[src/rtl/binary_to_decimal_ascii_defines.svh]
// Assertion macros for the RTL.
`ifndef BINARY_TO_DECIMAL_ASCII_DEFINES_SVH
`define BINARY_TO_DECIMAL_ASCII_DEFINES_SVH

`ifndef ASSERT_OFF
// Checked on every clock edge once reset has been released.
`define BTDA_ASSERT(lbl, prop, msg) \
  lbl: assert property (@(posedge clk_i) disable iff (!rst_ni) (prop)) else $error(msg);
// Also checked while reset is held.
`define BTDA_ASSERT_ALWAYS(lbl, prop, msg) \
  lbl: assert property (@(posedge clk_i) (prop)) else $error(msg);
`else
`define BTDA_ASSERT(lbl, prop, msg)
`define BTDA_ASSERT_ALWAYS(lbl, prop, msg)
`endif

`endif

[src/rtl/btda_pkg.sv]
package btda_pkg;

  localparam int unsigned NUM_BITS   = 64;
  localparam int unsigned NUM_DIGITS = 20;   // decimal digits of the largest 64-bit value
  localparam int unsigned BCD_W      = NUM_DIGITS * 4;
  localparam int unsigned CNT_W      = $clog2(NUM_BITS);
  localparam int unsigned LEFT_W     = 5;
  localparam int unsigned MAX_DIGITS = 16;

  localparam logic [7:0] ASCII_ZERO  = 8'h30;
  localparam logic [7:0] ASCII_MINUS = 8'h2D;

  // Finished BCD word handed from the converter to the character sequencer.
  typedef struct packed {
    logic             valid;
    logic             neg;
    logic [BCD_W-1:0] bcd;
  } conv_t;

endpackage

[src/rtl/btda_dabble.sv]
// Shift-and-add-3 binary to BCD, one input bit per cycle.
module btda_dabble (
  input  logic                          clk_i,
  input  logic                          rst_ni,
  input  logic                          load_i,
  input  logic                          neg_i,
  input  logic [btda_pkg::NUM_BITS-1:0] mag_i,
  output logic                          busy_o,
  output btda_pkg::conv_t               conv_o
);

  logic [btda_pkg::NUM_BITS-1:0] bin_q;
  logic [btda_pkg::BCD_W-1:0]    bcd_q;
  logic [btda_pkg::BCD_W-1:0]    adj;
  logic [btda_pkg::CNT_W-1:0]    cnt_q;
  logic                          busy_q;
  logic                          done_q;
  logic                          neg_q;

  // every digit of 5 or more gets +3 before the shift
  always_comb begin
    for (int i = 0; i < int'(btda_pkg::NUM_DIGITS); i++) begin
      if (bcd_q[i*4 +: 4] >= 4'd5) begin
        adj[i*4 +: 4] = bcd_q[i*4 +: 4] + 4'd3;
      end else begin
        adj[i*4 +: 4] = bcd_q[i*4 +: 4];
      end
    end
  end

  always_ff @(posedge clk_i or negedge rst_ni) begin
    if (!rst_ni) begin
      busy_q <= 1'b0;
      done_q <= 1'b0;
      cnt_q  <= '0;
    end else begin
      done_q <= 1'b0;
      if (load_i) begin
        busy_q <= 1'b1;
        cnt_q  <= '0;
      end else if (busy_q) begin
        cnt_q <= cnt_q + 1'b1;
        if (cnt_q == {btda_pkg::CNT_W{1'b1}}) begin
          busy_q <= 1'b0;
          done_q <= 1'b1;
        end
      end
    end
  end

  always_ff @(posedge clk_i) begin
    if (load_i) begin
      bin_q <= mag_i;
      bcd_q <= '0;
      neg_q <= neg_i;
    end else if (busy_q) begin
      bin_q <= {bin_q[btda_pkg::NUM_BITS-2:0], 1'b0};
      bcd_q <= {adj[btda_pkg::BCD_W-2:0], bin_q[btda_pkg::NUM_BITS-1]};
    end
  end

  // stay busy through the hand-off cycle
  assign busy_o       = busy_q || done_q;
  assign conv_o.valid = done_q;
  assign conv_o.neg   = neg_q;
  assign conv_o.bcd   = bcd_q;

endmodule

[src/rtl/btda_emit.sv]
`include "binary_to_decimal_ascii_defines.svh"

// Drops leading zero digits, checks the digit limit, then sends one character per cycle.
module btda_emit (
  input  logic            clk_i,
  input  logic            rst_ni,
  input  btda_pkg::conv_t conv_i,
  output logic            busy_o,
  output logic            strobe_o,
  output logic [7:0]      char_out_o,
  output logic            last_o,
  output logic            too_long_o
);

  localparam logic [btda_pkg::LEFT_W-1:0] LEFT_INIT = btda_pkg::LEFT_W'(btda_pkg::NUM_DIGITS);
  localparam logic [btda_pkg::LEFT_W-1:0] LEFT_MAX  = btda_pkg::LEFT_W'(btda_pkg::MAX_DIGITS);
  localparam logic [btda_pkg::LEFT_W-1:0] LEFT_ONE  = btda_pkg::LEFT_W'(1);

  typedef enum logic [1:0] {
    ST_IDLE,
    ST_SKIP,
    ST_DIGIT
  } state_e;

  state_e                      state_q;
  logic [btda_pkg::BCD_W-1:0]  dig_q;
  logic [btda_pkg::LEFT_W-1:0] left_q;
  logic                        neg_q;
  logic                        strobe_q;
  logic [7:0]                  char_q;
  logic                        last_q;
  logic                        err_q;
  logic [3:0]                  top;

  assign top = dig_q[btda_pkg::BCD_W-1 -: 4];

  always_ff @(posedge clk_i or negedge rst_ni) begin
    if (!rst_ni) begin
      state_q  <= ST_IDLE;
      strobe_q <= 1'b0;
      left_q   <= '0;
      char_q   <= '0;
      last_q   <= 1'b0;
      err_q    <= 1'b0;
    end else begin
      strobe_q <= 1'b0;
      unique case (state_q)
        ST_IDLE: begin
          if (conv_i.valid) begin
            left_q  <= LEFT_INIT;
            state_q <= ST_SKIP;
          end
        end
        ST_SKIP: begin
          // a zero value keeps its last digit
          if (top == 4'd0 && left_q > LEFT_ONE) begin
            left_q <= left_q - 1'b1;
          end else if (left_q > LEFT_MAX) begin
            strobe_q <= 1'b1;
            char_q   <= '0;
            last_q   <= 1'b1;
            err_q    <= 1'b1;
            state_q  <= ST_IDLE;
          end else begin
            if (neg_q) begin
              strobe_q <= 1'b1;
              char_q   <= btda_pkg::ASCII_MINUS;
              last_q   <= 1'b0;
              err_q    <= 1'b0;
            end
            state_q <= ST_DIGIT;
          end
        end
        ST_DIGIT: begin
          strobe_q <= 1'b1;
          char_q   <= btda_pkg::ASCII_ZERO + {4'd0, top};
          last_q   <= (left_q == LEFT_ONE);
          err_q    <= 1'b0;
          left_q   <= left_q - 1'b1;
          if (left_q == LEFT_ONE) begin
            state_q <= ST_IDLE;
          end
        end
        default: state_q <= ST_IDLE;
      endcase
    end
  end

  // digit shift register, top digit first
  always_ff @(posedge clk_i) begin
    if (state_q == ST_IDLE && conv_i.valid) begin
      dig_q <= conv_i.bcd;
      neg_q <= conv_i.neg;
    end else if ((state_q == ST_SKIP && top == 4'd0 && left_q > LEFT_ONE) ||
                 state_q == ST_DIGIT) begin
      dig_q <= {dig_q[btda_pkg::BCD_W-5:0], 4'd0};
    end
  end

  assign busy_o     = (state_q != ST_IDLE);
  assign strobe_o   = strobe_q;
  assign char_out_o = char_q;
  assign last_o     = last_q;
  assign too_long_o = err_q;

  `BTDA_ASSERT(a_err_is_last, strobe_q && err_q |-> last_q && char_q == 8'd0, "error word not alone")
  `BTDA_ASSERT(a_load_when_idle, conv_i.valid |-> state_q == ST_IDLE, "BCD word while busy")
  `BTDA_ASSERT(a_gap_after_last, strobe_q && last_q |=> !strobe_q, "word after last")
  `BTDA_ASSERT(a_digit_bcd, state_q == ST_DIGIT |-> top <= 4'd9 && left_q != 0, "bad digit")
  `BTDA_ASSERT_ALWAYS(a_no_strobe_reset, !rst_ni |=> !strobe_o, "strobe after reset")

endmodule

[src/rtl/binary_to_decimal_ascii.sv]
// Binary to decimal ASCII converter.
// Input: pulse start_i with value_bits_i and is_signed_i while busy_o is low; the number is
// taken at that clock edge. is_signed_i reads value_bits_i as two's complement.
// Output: each character word is on char_out_o/last_o/too_long_o for one cycle with
// strobe_o high: an optional '-', then the decimal digits, most significant first, no
// leading zeros; last_o marks the final one. A magnitude with more than 16 digits gives
// one word with too_long_o and last_o set and char_out_o zero, and no characters.
// Flow: the magnitude goes through a one-bit-per-cycle shift-add-3 converter, then a
// digit shift register drops up to 19 leading zeros, one per cycle, and sends one
// character per cycle. A new number is taken only while busy_o is low, so each number
// is converted and sent in full before the next one is taken.
// busy_o stays high until the final word is being shown.
// The receiver cannot stall: words are shown once and not held.
// Reset clears the control state; an item in flight is dropped and busy_o falls.
module binary_to_decimal_ascii (
  input  logic        clk_i,
  input  logic        rst_ni,
  input  logic        start_i,
  output logic        busy_o,
  input  logic [63:0] value_bits_i,
  input  logic        is_signed_i,
  output logic        strobe_o,
  output logic [7:0]  char_out_o,
  output logic        last_o,
  output logic        too_long_o
);

  logic                          accept;
  logic                          neg;
  logic [btda_pkg::NUM_BITS-1:0] mag;
  logic                          conv_busy;
  logic                          emit_busy;
  btda_pkg::conv_t               conv;

  assign accept = start_i && !busy_o;
  assign neg    = is_signed_i && value_bits_i[63];
  assign mag    = neg ? (~value_bits_i + 64'd1) : value_bits_i;
  assign busy_o = conv_busy || emit_busy;

  btda_dabble u_dabble (
    .clk_i  (clk_i),
    .rst_ni (rst_ni),
    .load_i (accept),
    .neg_i  (neg),
    .mag_i  (mag),
    .busy_o (conv_busy),
    .conv_o (conv)
  );

  btda_emit u_emit (
    .clk_i      (clk_i),
    .rst_ni     (rst_ni),
    .conv_i     (conv),
    .busy_o     (emit_busy),
    .strobe_o   (strobe_o),
    .char_out_o (char_out_o),
    .last_o     (last_o),
    .too_long_o (too_long_o)
  );

endmodule
[config.mk]
export PLATFORM = sky130hd
export DESIGN_NAME = binary_to_decimal_ascii
export DESIGN_NICKNAME = d
export VERILOG_FILES = /design/src/rtl/btda_pkg.sv /design/src/rtl/btda_dabble.sv /design/src/rtl/btda_emit.sv /design/src/rtl/binary_to_decimal_ascii.sv
export VERILOG_INCLUDE_DIRS = /design/src /design/src/rtl
export SDC_FILE = /design/constraint.sdc
export NUM_CORES = 1
export LEC_CHECK = 0
export BUFFER_PORTS_ARGS = -buffer_cell sky130_fd_sc_hd__buf_2
export CAP_MARGIN = 10
export CORE_UTILIZATION = 38
export CTS_CLUSTER_DIAMETER = 120
export CTS_CLUSTER_SIZE = 28
export DETAILED_ROUTE_END_ITERATION = 7
export GPL_TIMING_DRIVEN = 0
export SLEW_MARGIN = 10
export SYNTH_ARGS = -nofsm -noshare
export SYNTH_HDL_FRONTEND = slang
export SYNTH_SLANG_ARGS = --single-unit
[constraint.sdc]
create_clock -name clk_i -period 5.7 [get_ports clk_i]
set_input_delay 0.285 -clock clk_i [delete_from_list [all_inputs] [get_ports clk_i]]
set_output_delay 0.285 -clock clk_i [all_outputs]
set_load 0.02 [all_outputs]
==> impl_metrics.tcl, run 1 <==
set metrics [dict create \
    async_reset_ff_share_pct 9.60 \
    place_area_sq_mm 0.0141 \
    yosysWarnings 0 \
    tightest_slew_ps 943 \
    io_buffers 77 \
    cts_buffer_depth 3 \
    worstSetupStartpointType "register" \
    min_from "value_bits_i[48]" \
    power_density_mw_per_mm2 462 \
    chipHeight_um 187 \
    drv_slew 0 \
    fin_crit_ps 3580 \
    synth-seq-cells 250 \
    viasPerCell 5.20 \
    vias 9834 \
    wl_um 31000 \
    synth.cell_area_sq_mm 0.0130 \
    ant_nets 0 \
    p_leak_uw 0.00581 \
    critPathKind "register to register" \
    synth_edf_count 146 \
    dieArea_sq_mm 0.0350 \
    ir_drop_mv 0.218 \
    dp.cells 1871 \
    rr_worst_depth 10 \
    hpwl_um 22000 \
    hold_violations 0 \
    synth_ff_type "edfxtp_1" \
    start_util_pct 38.7 \
    antenna_found_initial 0 \
    clock-sinks 250 \
    place.gp.congestion 0.851 \
    maxCapViolCount 0 \
    nNetsFinal 1554 \
    r2r-end "u_emit.dig_q[15]" \
    cts_made_buffers 12 \
    crit_fanout 10 \
    cts_resized 0 \
    fillers 3272 \
    synth-seq-area-share_pct 50.6 \
    rrSetupSlack_ps 2120 \
    drc 0 \
    postCtsSetupBuffers 0 \
    layout-drive-gt1-share_pct 11.4 \
    rsz0062_at_grt "no" \
    syn2layout_area_growth_pct 11.0 \
    clkLatencyLatePin_ps 500 \
    final_cell_mix "217 x nand2_1, 179 x o21ai_0, 146 x edfxtp_1, 80 x dfxtp_1, 77 x buf_2" \
    final_util_pct 43.0 \
    wire_per_inst_um 16.4 \
    drt-pass1-iter-count 7 \
    fp.dieW_um 187 \
    setup_viol 0 \
    drtIter0Drc 608 \
    coreArea_sq_mm 0.0336 \
    ys_types 52 \
    whs_endpoint "u_dabble.bin_q[48]" \
    rows 67 \
    synth_top_area_share_pct 33.7 \
    grt_pass1_wl_um 50300 \
    totalPowerFinal_uw 6670 \
    antennaDiodeCount 0 \
    slew_headroom_pct 36.8 \
    cts_root_buf "clkbuf_16" \
    overflow 0 \
    hold_depth 3 \
    reg2reg_from "u_emit.state_q[0]" \
    finClkSkew_ps 17.3 \
    syn_inst 1334 \
    status "finished clean" \
    worstPathArrival_ps 3830 \
    yosys-top-cells-area "edfxtp_1 34%, dfxtp_1 12%, o21ai_0 6.9%" \
    path_clk_slew_ps 110 \
    synth_top_cell_by_area "edfxtp_1" \
    cts_tree "built" \
    required_ps 5950 \
    stdcell_count 1892 \
    grt_max_degree 65 \
    final_common_cell "nand2_1" \
    ios 80 \
    hold_class "input pin to register" \
    htreeDepth 1 \
    grt_usage_pct 17.7 \
    avgSynthCellArea_sq_um 9.75 \
    design_area_sq_mm 0.0144 \
    grt_pass1_vias 9640 \
    cp-end-kind "register" \
    fmax_mhz 279 \
    final.period_utilization_pct 62.9 \
]
worst max-delay path by stage:
stage / startpoint / end / slack, ps
floorplan: u_emit.left_q[0] / u_emit.dig_q[0] / 420
global placement: u_emit.dig_q[79] / u_emit.dig_q[31] / -1560
detailed placement: u_emit.state_q[0] / u_emit.dig_q[23] / 2100
CTS: u_emit.state_q[0] / u_emit.dig_q[15] / 2050
global route: u_emit.state_q[0] / u_emit.dig_q[15] / 1900
finish: u_emit.state_q[0] / u_emit.dig_q[15] / 2120
metal layers:
metal | vias up | global-route usage (%) | part of all wire, %
li1 | 4883 | - | -
met2 | 241 | 29.7 | 47
met4 | 0 | 3.63 | 1.3
met3 | 37 | 1.99 | 4.6
met1 | 4673 | 24.5 | 47
met5 | - | 0 | 0
repair_timing:
item / in CTS / in global routing
setup endpoints to repair: 0 / 0
hold buffers: 1 / 0
hold endpoints to repair: 24 / 0
power by group:
| group | switching (uW) | internal [uW] | total, uW |
|---|---|---|---|
| clock network | 580 | 443 | 1020 |
| logic | 1440 | 1030 | 2470 |
| registers | 449 | 2730 | 3180 |
area by class of cell:
class | instances | area, sq um | area share [%]
Clock buffer | 20 | 362 | 2.50
Timing Repair Buffer | 89 | 498 | 3.45
Sequential cell | 250 | 6590 | 45.6
Buffer | 65 | 255 | 1.77
Inverter | 65 | 244 | 1.69
Tap cell | 448 | 561 | 3.88
Multi-Input combinational cell | 955 | 5930 | 41.1
kinds of logic (layout without fill, tap and decap cells):
family / count (synthesis) / after routing / synth area share [%]
compound gates: 316 / 316 / 13.3
xor+xnor: 98 / 98 / 6.60
fa+ha+maj: 48 / 48 / 4.62
buf+inv: 130 / 239 / 3.84
flops: 250 / 250 / 50.6
mux: 69 / 69 / 5.73
other cells: 1 / 2 / 0.0288
simple gates: 422 / 422 / 15.3
Yosys cell counts, types with 4 or more instances:
library cell and n:
ha_1 48, buf_1 6, nand4_1 4, or3_1 24
nor3_1 22, a21oi_1 62, xnor2_1 65, and3_1 7
nand3_1 29, mux2i_1 25, xor2_1 33, nor2_1 60
clkbuf_1 56, mux2_2 44, nand2b_1 25, dfrtp_1 24
nor4_1 8, o31ai_1 31, nand2_1 218, dfxtp_1 80
o21ai_0 179, a31oi_1 19, edfxtp_1 146, inv_1 64
o21ai_1 12, o211ai_1 5, and4_1 4
worst max-delay path, cell delays in order (launching register included):
cell and delay, ps:
dfrtp_1 410, inv_1 80, ha_1 270, nand2_1 370
clkbuf_1 480, clkbuf_1 430, o211ai_1 440, buf_4 310
buf_4 180, buf_4 180, buf_4 190
sequential cells by signal, indices dropped and copies added (netlist names):
signal             flops
u_emit.left_q          5
u_dabble.neg_q         1
u_emit.too_long_o      1
u_emit.dig_q          80
u_emit.last_o          1
u_emit.neg_q           1
u_emit.char_out_o      6
u_dabble.bcd_q        80
u_dabble.bin_q        64
u_dabble.done_q        1
u_emit.strobe_o        1
u_emit.state_q         2
u_dabble.busy_q        1
u_dabble.cnt_q         6
per-stage QoR:
stage	worst slack (ps)	hold WS, ps	TNS, ps
finish	2120	177	0
global route	1900	161	0
CTS	2050	155	0
detailed placement	2100	337	0
global placement	-1560	332	-124360
floorplan	422	-10.6	0
Power figures use the tool's default switching activity.
==> run 2, diff against run 1 <==
==> constraint.sdc (replaced) <==
create_clock -name clk_i -period 3 [get_ports clk_i]
set_input_delay 0.15 -clock clk_i [delete_from_list [all_inputs] [get_ports clk_i]]
set_output_delay 0.15 -clock clk_i [all_outputs]
set_load 0.02 [all_outputs]
==> impl_metrics.tcl, run 2 (same netlist as run 1, synthesis figures left out) <==
set metrics [dict create \
    hold_slack_ps 48.7 \
    maxCapViolCount 0 \
    worstSetupStartpoint "u_emit.state_q[1]" \
    hold_violations 0 \
    hold_class "input pin to register" \
    htreeDepth 1 \
    path_clk_slew_ps 110 \
    power_switching_uw 4620 \
    viasPerCell 5.14 \
    dp.cells 1870 \
    chipHeight_um 187 \
    cp-end-kind "register" \
    drc 0 \
    p_int_uw 7980 \
    rsz0062_at_grt "no" \
    r2r-end "u_emit.dig_q[37]" \
    stdcell_count 1890 \
    vias 9712 \
    seqPwrFrac_pct 47.8 \
    grt_usage_pct 17.3 \
    grt_max_degree 65 \
    ant_nets 0 \
    dieArea_sq_mm 0.0350 \
    rrSetupSlack_ps 260 \
    final_common_cell "nand2_1" \
    tightest_slew_ps 1010 \
    worstSetupStartpointType "register" \
    final_cell_mix "216 x nand2_1, 179 x o21ai_0, 146 x edfxtp_1, 80 x dfxtp_1, 78 x buf_2" \
    wl_um 30300 \
    cts_tree "built" \
    ir_drop_mv 0.383 \
    setup_viol 0 \
    grt_pass1_wl_um 49400 \
    antenna_found_initial 0 \
    coreArea_sq_mm 0.0336 \
    hpwl_um 22100 \
    slew_headroom_pct 32.3 \
    clkLatencyLatePin_ps 490 \
    finClkSkew_ps 13.0 \
    critPathCapture "u_emit.dig_q[37]" \
    fin_crit_ps 2740 \
    clock-sinks 250 \
    drv_slew 0 \
    ios 80 \
    layout-drive-gt1-share_pct 12.0 \
    antennaDiodeCount 0 \
    fp.dieW_um 187 \
    start_util_pct 38.7 \
    drt-pass1-iter-count 5 \
    final.period_utilization_pct 91.3 \
    power_density_mw_per_mm2 872 \
    p_leak_uw 0.00582 \
    cts_root_buf "clkbuf_16" \
    rr_worst_depth 9 \
    cts_buffer_depth 3 \
    drtIter0Drc 648 \
    status "finished clean" \
    switching_share_pct 36.7 \
    required_ps 3200 \
    fmax_mhz 365 \
    wire_per_inst_um 16.0 \
    min_from "value_bits_i[52]" \
    pwr-share-comb_pct 36.9 \
    grt_pass1_vias 9617 \
    cts_made_buffers 12 \
    power_frac_clock_pct 15.3 \
    rows 67 \
    syn2layout_area_growth_pct 11.1 \
    place.gp.congestion 0.851 \
    tns_ps 0 \
    worstPathArrival_ps 2940 \
    crit_fanout 19 \
    critPathKind "register to register" \
    reg2reg_from "u_emit.state_q[1]" \
    nNetsFinal 1552 \
    totalPowerFinal_uw 12600 \
    overflow 0 \
    io_buffers 77 \
    reg_top3 "u_dabble.bcd_q (80), u_emit.dig_q (80), u_dabble.bin_q (64)" \
]
run 2: worst min path at each step:
stage | end | slack, ps | cells past startpoint
final | u_dabble.bin_q[52] | 50 | 3
after CTS | u_dabble.bin_q[63] | 30 | 3
after global placement | u_dabble.cnt_q[2] | 200 | 1
after floorplan | u_dabble.busy_q | -150 | 0
after detailed placement | u_emit.char_out_o[1] | 190 | 1
after global routing | u_dabble.bin_q[63] | 50 | 3
run 2: power by group through the flow:
| stage | logic, uW | clock network, uW | registers (uW) |
|---|---|---|---|
| 2_1_floorplan | 3490 | 0 | 5960 |
| 3_3_place_gp | 4470 | 0 | 6120 |
| 3_5_place_dp | 4680 | 0 | 6090 |
| 4_1_cts | 4700 | 1990 | 6020 |
| 5_1_grt | 5380 | 2080 | 6190 |
| 6_report | 4650 | 1920 | 6020 |
run 2: area by class of cell:
type	instances	area (sq um)
inverters	65	244
multi-input cells	955	5950
repair buffers	88	478
well taps	448	561
clock buffers	20	362
flip-flops and latches	250	6590
fillers	3275	19200
plain buffers	64	262
run 2: per-stage QoR:
| stage | setup slack (ps) | util, % | instance area (sq um) |
|---|---|---|---|
| 2_1_floorplan | -2260 | - | 13000 |
| 3_3_place_gp | -4260 | 41.5 | 14000 |
| 3_5_place_dp | -649 | 41.8 | 14100 |
| 4_1_cts | 3.61 | 43.0 | 14400 |
| 5_1_grt | 5.77 | 43.0 | 14400 |
| 6_report | 260 | 43.0 | 14400 |
run 2: timing repair:
item                                    in CTS  in global routing
gates resized for setup                      7                  6
endpoints found under the setup margin     194                190
hold endpoints to repair                    24                  0
setup buffers                                0                  0
hold buffers                                 1                  0
run 2: metal layers:
layer | GRT usage [%] | wire [um] | share of wire [%] | vias up
li1 | - | - | - | 4898
met1 | 23.3 | 14400 | 48 | 4565
met2 | 29.8 | 14100 | 47 | 217
met3 | 2.03 | 1240 | 4.1 | 32
met4 | 3.50 | 469 | 1.6 | 0
met5 | 0 | 0 | 0 | -
run 2: critical path, stage by stage (launching register included):
cell and delay, ps:
dfrtp_1 430, inv_1 100, ha_1 250, nand2_2 250, buf_4 300, o211ai_1 220, buf_4 270, buf_4 200
buf_4 210, buf_4 200
